File: src/hdl/bae_pkg.sv
`default_nettype none

package bae_pkg;

  // command codes of an input transaction
  localparam logic CMD_ENCODE = 1'b0;
  localparam logic CMD_FINISH = 1'b1;

  // queue between front and back
  localparam int unsigned QUEUE_DEPTH = 4;
  localparam int unsigned QUEUE_AW    = $clog2(QUEUE_DEPTH);

  // bound values
  localparam logic [31:0] LOW_RESET  = 32'h0000_0000;
  localparam logic [31:0] HIGH_RESET = 32'hffff_ffff;
  localparam logic [7:0]  FILL_BYTE  = 8'hff;

  localparam logic [QUEUE_AW:0] MAX_BYTES_M1 = (QUEUE_AW + 1)'(3);

  typedef struct packed {
    logic        command;
    logic [15:0] prob_one;
    logic        bit_value;
  } in_item_t;

  typedef struct packed {
    logic [7:0] out_byte;
    logic       last_of_run;
    logic       end_of_stream;
  } out_item_t;

  // classified work item held in the queue
  typedef struct packed {
    logic        is_finish;
    logic [15:0] prob;
    logic        bit_val;
  } work_t;

  // queue head as seen by the back end
  typedef struct packed {
    logic  valid;
    work_t item;
  } queue_head_t;

  typedef enum logic [2:0] {
    B_IDLE,
    B_MUL,
    B_ADD,
    B_SHIFT,
    B_FLUSH
  } back_state_t;

endpackage

`default_nettype wire

File: src/hdl/binary_arithmetic_encoder.sv
// binary arithmetic encoder, 32-bit bounds, 16-bit probability of a one
// input channel in_*: one transaction per bit to encode (command encode) or
// one finish transaction that flushes a closing byte and restarts the stream
// output channel out_*: one transaction per compressed byte; last_of_run marks
// the last byte caused by an input transaction, end_of_stream the flush byte
// a four-entry queue sits behind the input, so in_ready stays high while it
// has room and up to four transactions are taken back to back
// back end steps per queued transaction: encode pops it, forms the
// two partial-product multiplies, does the midpoint add and then emits the
// resulting bytes (0 to 4); finish pops it and emits the flush byte
// the back end sequencer handles one transaction at a time and takes the
// next queued transaction only once it is through with the last one
// reset (rst_n low at a clock edge) empties the queue, drops any pending byte
// and returns the bounds to low = 0, high = all ones
// when the receiver stalls the byte waits in the output register; the back
// end stops while it is full and the queue then fills and drops in_ready
`default_nettype none

module binary_arithmetic_encoder (
  input  wire                 clk,
  input  wire                 rst_n,
  input  wire                 in_valid,
  output logic                in_ready,
  input  bae_pkg::in_item_t   in_data,
  output logic                out_valid,
  input  wire                 out_ready,
  output bae_pkg::out_item_t  out_data
);
  import bae_pkg::*;

  queue_head_t head;
  logic        pop;

  // front: classifies input transactions and queues them
  bae_front u_front (
    .clk      (clk),
    .rst_n    (rst_n),
    .in_valid (in_valid),
    .in_ready (in_ready),
    .in_data  (in_data),
    .head     (head),
    .pop      (pop)
  );

  // back: interval split, renormalization and byte output
  bae_back u_back (
    .clk       (clk),
    .rst_n     (rst_n),
    .head      (head),
    .pop       (pop),
    .out_valid (out_valid),
    .out_ready (out_ready),
    .out_data  (out_data)
  );

endmodule

`default_nettype wire

File: src/hdl/bae_front.sv
`default_nettype none

module bae_front (
  input  wire                   clk,
  input  wire                   rst_n,
  input  wire                   in_valid,
  output logic                  in_ready,
  input  bae_pkg::in_item_t     in_data,
  output bae_pkg::queue_head_t  head,
  input  wire                   pop
);
  import bae_pkg::*;

  work_t              mem_r [QUEUE_DEPTH];
  logic [QUEUE_AW-1:0] wr_ptr_r, wr_ptr_nxt;
  logic [QUEUE_AW-1:0] rd_ptr_r, rd_ptr_nxt;
  logic [QUEUE_AW:0]   count_r, count_nxt;
  logic                push;
  logic                do_pop;
  work_t               classified;

  // classify the incoming transaction
  always_comb begin
    classified.is_finish = (in_data.command == CMD_FINISH);
    classified.prob      = in_data.prob_one;
    classified.bit_val   = in_data.bit_value;
  end

  assign in_ready = (count_r != (QUEUE_AW + 1)'(QUEUE_DEPTH));
  assign push     = in_valid && in_ready;
  assign do_pop   = pop && (count_r != '0);

  assign head.valid = (count_r != '0);
  assign head.item  = mem_r[rd_ptr_r];

  always_comb begin
    wr_ptr_nxt = push   ? wr_ptr_r + 1'b1 : wr_ptr_r;
    rd_ptr_nxt = do_pop ? rd_ptr_r + 1'b1 : rd_ptr_r;
    count_nxt  = count_r;
    if (push && !do_pop) begin
      count_nxt = count_r + 1'b1;
    end else if (!push && do_pop) begin
      count_nxt = count_r - 1'b1;
    end
  end

  always_ff @(posedge clk) begin
    if (push) begin
      mem_r[wr_ptr_r] <= classified;
    end
  end

  always_ff @(posedge clk) begin
    if (!rst_n) begin
      wr_ptr_r <= '0;
      rd_ptr_r <= '0;
      count_r  <= '0;
    end else begin
      wr_ptr_r <= wr_ptr_nxt;
      rd_ptr_r <= rd_ptr_nxt;
      count_r  <= count_nxt;
    end
  end

endmodule

`default_nettype wire

File: src/hdl/bae_back.sv
`default_nettype none

module bae_back (
  input  wire                   clk,
  input  wire                   rst_n,
  input  bae_pkg::queue_head_t  head,
  output logic                  pop,
  output logic                  out_valid,
  input  wire                   out_ready,
  output bae_pkg::out_item_t    out_data
);
  import bae_pkg::*;

  back_state_t       state_r, state_nxt;
  logic [31:0]       low_r, low_nxt;
  logic [31:0]       high_r, high_nxt;
  logic [15:0]       prob_r, prob_nxt;
  logic              bit_r, bit_nxt;
  logic [31:0]       phi_r, phi_nxt;
  logic [15:0]       plo_r, plo_nxt;
  logic [QUEUE_AW:0] cnt_r, cnt_nxt;
  logic              out_valid_r, out_valid_nxt;
  out_item_t         out_data_r, out_data_nxt;

  logic [31:0] width;
  logic [31:0] lo_prod;
  logic [31:0] mid;
  logic        slot_free;
  logic        agree;
  logic        last_byte;

  assign width     = high_r - low_r;
  assign lo_prod   = {16'b0, width[15:0]} * {16'b0, prob_r};
  assign mid       = low_r + phi_r + {16'b0, plo_r};
  assign slot_free = !out_valid_r || out_ready;
  assign agree     = (low_r[31:24] == high_r[31:24]);
  assign last_byte = (cnt_r == MAX_BYTES_M1) || (low_r[23:16] != high_r[23:16]);

  assign out_valid = out_valid_r;
  assign out_data  = out_data_r;

  always_comb begin
    state_nxt     = state_r;
    low_nxt       = low_r;
    high_nxt      = high_r;
    prob_nxt      = prob_r;
    bit_nxt       = bit_r;
    phi_nxt       = phi_r;
    plo_nxt       = plo_r;
    cnt_nxt       = cnt_r;
    out_data_nxt  = out_data_r;
    out_valid_nxt = out_valid_r && !out_ready;
    pop           = 1'b0;

    case (state_r)
      B_IDLE: begin
        if (head.valid) begin
          pop       = 1'b1;
          prob_nxt  = head.item.prob;
          bit_nxt   = head.item.bit_val;
          state_nxt = head.item.is_finish ? B_FLUSH : B_MUL;
        end
      end
      B_MUL: begin
        // partial products of the interval width with the probability
        phi_nxt   = {16'b0, width[31:16]} * {16'b0, prob_r};
        plo_nxt   = lo_prod[31:16];
        state_nxt = B_ADD;
      end
      B_ADD: begin
        if (bit_r) begin
          high_nxt = mid;
        end else begin
          low_nxt = mid + 32'd1;
        end
        cnt_nxt   = '0;
        state_nxt = B_SHIFT;
      end
      B_SHIFT: begin
        if (!agree) begin
          state_nxt = B_IDLE;
        end else if (slot_free) begin
          out_valid_nxt              = 1'b1;
          out_data_nxt.out_byte      = high_r[31:24];
          out_data_nxt.last_of_run   = last_byte;
          out_data_nxt.end_of_stream = 1'b0;
          low_nxt  = {low_r[23:0], 8'h00};
          high_nxt = {high_r[23:0], FILL_BYTE};
          cnt_nxt  = cnt_r + 1'b1;
          if (last_byte) begin
            state_nxt = B_IDLE;
          end
        end
      end
      B_FLUSH: begin
        if (slot_free) begin
          out_valid_nxt              = 1'b1;
          out_data_nxt.out_byte      = high_r[31:24];
          out_data_nxt.last_of_run   = 1'b1;
          out_data_nxt.end_of_stream = 1'b1;
          low_nxt   = LOW_RESET;
          high_nxt  = HIGH_RESET;
          state_nxt = B_IDLE;
        end
      end
      default: begin
        state_nxt = B_IDLE;
      end
    endcase
  end

  always_ff @(posedge clk) begin
    if (!rst_n) begin
      state_r     <= B_IDLE;
      low_r       <= LOW_RESET;
      high_r      <= HIGH_RESET;
      cnt_r       <= '0;
      out_valid_r <= 1'b0;
    end else begin
      state_r     <= state_nxt;
      low_r       <= low_nxt;
      high_r      <= high_nxt;
      cnt_r       <= cnt_nxt;
      out_valid_r <= out_valid_nxt;
    end
  end

  always_ff @(posedge clk) begin
    prob_r     <= prob_nxt;
    bit_r      <= bit_nxt;
    phi_r      <= phi_nxt;
    plo_r      <= plo_nxt;
    out_data_r <= out_data_nxt;
  end

endmodule

`default_nettype wire
File: config.mk
export PLATFORM = sky130hd
export DESIGN_NAME = binary_arithmetic_encoder
export DESIGN_NICKNAME = d
export VERILOG_FILES = /design/src/hdl/bae_pkg.sv /design/src/hdl/binary_arithmetic_encoder.sv /design/src/hdl/bae_front.sv /design/src/hdl/bae_back.sv
export SDC_FILE = /design/constraint.sdc
export NUM_CORES = 2
export LEC_CHECK = 0
export ABC_AREA = 0
export ABC_CLOCK_PERIOD_IN_PS = 9100
export BUFFER_PORTS_ARGS = -buffer_cell sky130_fd_sc_hd__buf_2
export CORE_AREA = 4 4 228 230
export DETAILED_ROUTE_END_ITERATION = 10
export DIE_AREA = 0 0 232 234
export PLACE_DENSITY_LB_ADDON = 0.1
export REMOVE_ABC_BUFFERS = 1
export SLEW_MARGIN = 25
export SYNTH_ARGS = -nofsm -noshare
export SYNTH_HDL_FRONTEND = slang
export SYNTH_HIERARCHICAL = 1
export SYNTH_SLANG_ARGS = --single-unit
File: constraint.sdc
create_clock -name clk -period 9.1 [get_ports clk]
set_clock_uncertainty 0.05 [all_clocks]
set_input_delay 0.455 -clock clk [delete_from_list [all_inputs] [get_ports clk]]
set_output_delay 0.455 -clock clk [all_outputs]
set_load 0.02 [all_outputs]
**Word level (Yosys, flattened, before mapping)**

Memory sizes are Yosys's and may differ from the RTL's. A register that Yosys moved wholly into a read port is not among the register bits.
Index checks and enable logic that the tools add are counted.

- Output and inout port bits: 12
- Register bits after elaboration: 153
- RAM bits: 72
- Logic and storage cells: 101
- Memories kept: 1
- Input port bits: 22

- Mux-type cells: 35
- Add/subtract/negate cells: 9
- Equal/unequal tests: 16
- Multiply operators: 2
- Reductions and logical operators: 23

Memory list:

| memory | words | width | rd ports | clocked after memory_dff | write ports | RTL line | source |
|---|---|---|---|---|---|---|---|
| u_front.mem_r | 4 | 18 | 1 | 1 | 1 | bae_front.sv:14 | `work_t mem_r [QUEUE_DEPTH];` |

Operators by type and width:

| kind | number |
|---|---|
| 32-bit 2-to-1 mux | 8 |
| 32-bit case mux with 3 select lines | 2 |
| 16-bit by 16-bit multiplier with 32-bit output | 2 |
| 32-bit by 1-bit adder with 32-bit output, second input constant | 1 |
| 32-bit by 16-bit adder with 32-bit output | 1 |
| 32-bit adder | 1 |
| 32-bit subtractor | 1 |
| 10-bit 2-to-1 mux | 3 |
| 3-bit 2-to-1 mux | 10 |
| 10-bit case mux with 2 select lines | 1 |
| 3-bit case mux with 5 select lines | 1 |
| 5-bit AND reduction | 2 |
| 3-bit by 2-bit == test with 1-bit output, second input constant | 3 |
| 8-bit == test | 1 |
| 2-bit by 1-bit != test with 1-bit output, second input constant | 4 |
| 8-bit != test | 1 |
| 4-bit AND reduction | 2 |
| 3-bit by 1-bit adder with 3-bit output, second input constant | 2 |
| 1-bit 2-to-1 mux | 6 |
| 3-bit != test, second input constant | 2 |
| 3-bit case mux with 2 select lines | 1 |
| 2-bit nonzero test | 3 |
| 3-bit nonzero test | 2 |
| 1-bit logical AND | 5 |
| 13 further kinds | 20 |

**Logic depth before layout (Yosys ltp)**

- Depth after elaboration: 7
- Mapped depth: 39
- Mapped depth without buffers: 38

**Modules after synthesis**

The synthesis kept the hierarchy.

Modules (own cells, without submodules):

| module | sequential area each (µm²) | area each (µm²) | cells an instance | instances |
|---|---|---|---|---|
| bae_back | 3673.5 | 26665.6 | 3038 | 1 |
| bae_front | 2342.2 | 3134.3 | 142 | 1 |

**Worst setup path before layout**

OpenSTA, ideal clock, no wires.

- Kind: register -> register
- Start: reg u_back.low_r[0]
- End: reg u_back.phi_r[30] (data pin)
- Cell stages (with the launch flop): 37
- Slack: 539 ps
- Library setup time: 262 ps
- Data arrival time: 8249 ps
- Required time: 8788 ps
- Cell sequence: dfxtp_1 -> ha_1 -> inv_1 -> fa_1 -> a21o_1 -> a21o_1 -> a21oi_1 -> o21ai_0 -> a31oi_1 -> o211ai_1 -> a21oi_1 -> o21ai_0 -> a41oi_1 -> xnor2_1 -> clkbuf_1 -> nand2_1 -> fa_1 -> fa_1 -> inv_1 -> fa_1 -> fa_1 -> fa_1 -> inv_1 -> fa_1 -> inv_1 -> ha_1 -> a21o_1 -> a21oi_1 -> nor2b_1 -> o21ai_0 -> nand2b_1 -> a221o_1 -> a21oi_1 -> a31oi_1 -> a211oi_1 -> a21oi_1 -> xor2_1

- Longest elaborated chain between the ends: 2

RTL lines:

| what | RTL line | source |
|---|---|---|
| start: declaration | bae_back.sv:15 | `logic [31:0] low_r, low_nxt;` |
| start signal: assignment | bae_back.sv:121 | `low_r <= low_nxt;` |
| 32-bit subtractor | bae_back.sv:32 | `assign width = high_r - low_r;` |
| 16-bit by 16-bit multiplier with 32-bit output | bae_back.sv:66 | `phi_nxt = {16'b0, width[31:16]} * {16'b0, prob_r};` |
| end signal: assignment | bae_back.sv:131 | `phi_r <= phi_nxt;` |
| end: declaration | bae_back.sv:19 | `logic [31:0] phi_r, phi_nxt;` |

Every way passes these cells.
A chain may end at the register's enable or synchronous reset.

**Worst setup path after layout**

- Start: reg u_back.high_r[0]
- End: reg u_back.phi_r[25] (data pin)

- Longest elaborated chain between the ends: 2

RTL lines:

| what | RTL line | source |
|---|---|---|
| start: declaration | bae_back.sv:16 | `logic [31:0] high_r, high_nxt;` |
| start signal: assignment | bae_back.sv:122 | `high_r <= high_nxt;` |
| 32-bit subtractor | bae_back.sv:32 |  |
| 16-bit by 16-bit multiplier with 32-bit output | bae_back.sv:66 |  |

Every way passes these cells.

==> flow_summary.yaml <==
setup_path:
  crit_arrival_ns: 8.87
  max_stage_delay_ns: 0.54
  cp-end-kind: "register"
  critical_path.max_fanout: 6
  crit_path_start_kind: "register"
  r2r_slack_ns: 0.49
  path_common_cell: "fa_1"
  worstSetupPathType: "register to register"
  worst-path-buf-inv: 11
  cp_data_required_time_ns: 9.35
  path_delay_family: "adder cells"
  critPathSlowestCell: "fa_1"
logic_synthesis:
  synth_top_area_cell: "fa_1"
  synth_top_area_share_pct: 27.3
  synthSimpleGateAreaFrac_pct: 16.0
  synth_xor_xnor_area_share_pct: 3.61
  synth_most_common_cell: "inv_1"
  ys_top_cells_by_area: "fa_1 (27%), edfxtp_1 (15%), ha_1 (12%)"
  avgSynthCellArea_um2: 9.37
  synthFlopType: "edfxtp_1"
  synth_top_family_by_area: "adder cells"
  synth_commonest_cells: "inv_1 (519), nand2_1 (422), fa_1 (406)"
  synthAdderAreaFrac_pct: 39.4
  synth-async-reset-ratio_pct: 0
  yosysWarnings: 6
  synth_compound_area_share_pct: 10.3
  syn_inst: 3180
  synth_edf_count: 147
  ys_seq_area_share_pct: 20.2
  syn_area_um2: 29800
  synthMuxAreaShare_pct: 1.70
  synth_cell_type_count: 92
  synth_seq_cells: 227
clocking:
  clk_pin_slew_ns: 0.06
  clockBufferDepth: 3
  clock-sinks: 227
  cts_tree: "done"
  cts-hold-fix-buffers: 0
  clk_latency_ns: 0.57
  cts_buffers: 28
  ctsHtreeMaxLevel: 1
  cts_root_buf: "clkbuf_16"
timing:
  finalHoldViolCount: 0
  slew_violations: 0
  hold_slack_ns: 0.0472
  fmax_ghz: 0.116
  slew_headroom_pct: 32.9
  final.period_utilization_pct: 94.6
  fin_ws_ns: 0.489
  final.min_clock_period_ns: 8.61
  setup_viol: 0
  tightest_slew_ns: 1.00
placed_design:
  pre_cts_ws_ns: 0.0831
  portBuffers: 33
  routabilityCongestion: 0.923
  hpwlAfterDp_mm: 64.2
floorplan:
  coreArea_um2: 49900
  initial_core_util_pct: 59.8
  rows: 82
  die_y_um: 234
  fp.dieW_um: 232
  die_area_um2: 54300
  io_pins: 34
worst_hold_path:
  hold_class: "input port to register"
finish:
  drive_above_1_share_pct: 8.51
  nets: 3915
  antenna_cells: 0
  synthToLayoutAreaGrowth_pct: 8.09
global_route:
  grt_pass1_vias: 24500
  grt_usage_pct: 30.7
  grt_overflow: 0
  antenna_found_initial: 0
  grt_max_degree: 50
  grt_pass1_wl_mm: 131
job:
  maxCapViolCount: 0
drt:
  vias: 23100
  drtAntennaViolNets: 0
  first_pass_iters: 6
  routed_wl_mm: 81.3
  drc: 0
  drt_iter0_drc: 1640
  wl_per_cell_um: 20.9
  viasPerCell: 5.94
run_status:
  status: "complete, no violations"
[final timing paths]
path,from,depth (start not counted),endpoint
hold reg to reg,u_back/cnt_r[2],2,u_back/cnt_r[2]
setup / recovery,u_back/high_r[0],39,u_back/phi_r[25]
hold / removal,in_data[15],1,u_front/mem_r[2][15]
setup reg to reg,u_back/high_r[0],39,u_back/phi_r[25]
[stage by stage]
| stage | util (%) | area [um2] | instances | TNS [ns] |
|---|---|---|---|---|
| floorplan | - | 29100 | 3015 | 0 |
| global placement | 62.2 | 31000 | 3829 | 0 |
| detailed placement | 62.2 | 31000 | 3829 | 0 |
| CTS | 64.1 | 32000 | 3880 | 0 |
| global route | 64.6 | 32200 | 3891 | -0.00464 |
| finish | 64.6 | 32200 | 3891 | 0 |
[routing by layer]
metal | wire length [um] | GRT usage [%]
met5 | 0 | 0
met4 | 3590 | 11.2
met2 | 40200 | 53.5
met3 | 5250 | 3.78
met1 | 32300 | 39.9
[layout make-up]
class                      instances  area (um2)
tap                              672         841
clock inverter                    21         230
clock buffer                      30         708
timing repair buffer             153        1120
sequential                       227        6020
inverter                         520        1950
multi-input combinational       2268       21300
fill                            4174       17700
[registers in the layout, summed over array words and instances (netlist names), named ones only]
register / cells
u_front/mem_r: 72
u_back/high_r: 32
u_back/low_r: 32
u_back/phi_r: 32
u_back/plo_r: 16
u_back/prob_r: 16
u_back/out_data: 10
u_back/cnt_r: 3
u_back/state_r: 3
u_front/count_r: 3
u_front/rd_ptr_r: 2
u_front/wr_ptr_r: 2
u_back/bit_r: 1
u_back/out_valid: 1
[placed cells by master, fill, tap and decap left out, drive strengths merged, types with 24 or more instances in the layout]
cell / synthesis / routed
a21oi: 111 / 111
o21ai: 68 / 68
nor2b: 29 / 29
fa: 406 / 406
nand2: 422 / 422
o221ai: 24 / 24
nor3: 43 / 43
clkbuf: 150 / 30
and2: 198 / 198
a21o: 42 / 42
dfxtp: 80 / 80
inv: 519 / 521
and3: 38 / 38
nor2: 102 / 102
nand3: 76 / 76
buf: 15 / 152
xor2: 34 / 34
nand4: 27 / 27
xnor2: 87 / 87
edfxtp: 147 / 147
ha: 289 / 289
a31oi: 27 / 27
[kinds of logic after synthesis]
group / count (synthesis)
AND/OR/NAND/NOR: 987
multiplexers: 25
buffers and inverters: 685
flip-flops: 227
adder cells (fa/ha/maj): 695
AO/OA/AOI/OAI: 440
XOR/XNOR: 121
[repair_timing]
| action | 4_1_cts | 5_1_grt |
|---|---|---|
| gates resized for setup | 0 | 31 |
| endpoints found under the setup margin | 0 | 24 |
| hold endpoints to repair | 0 | 0 |
| buffers inserted | 0 | 10 |
[worst reg2reg max path: cells and delay by family (launching register included)]
kind,cells,cell delay (ns)
AND/OR/NAND/NOR,2,0.25
adder cells (fa/ha/maj),9,3.81
AO/OA/AOI/OAI,15,2.54
flip-flops,1,0.33
buffers and inverters,11,1.10
XOR/XNOR,2,0.29
Power is left out: the tool's default activity adds up to more than one toggle a clock period on the data nets, which glitch-free logic cannot reach.
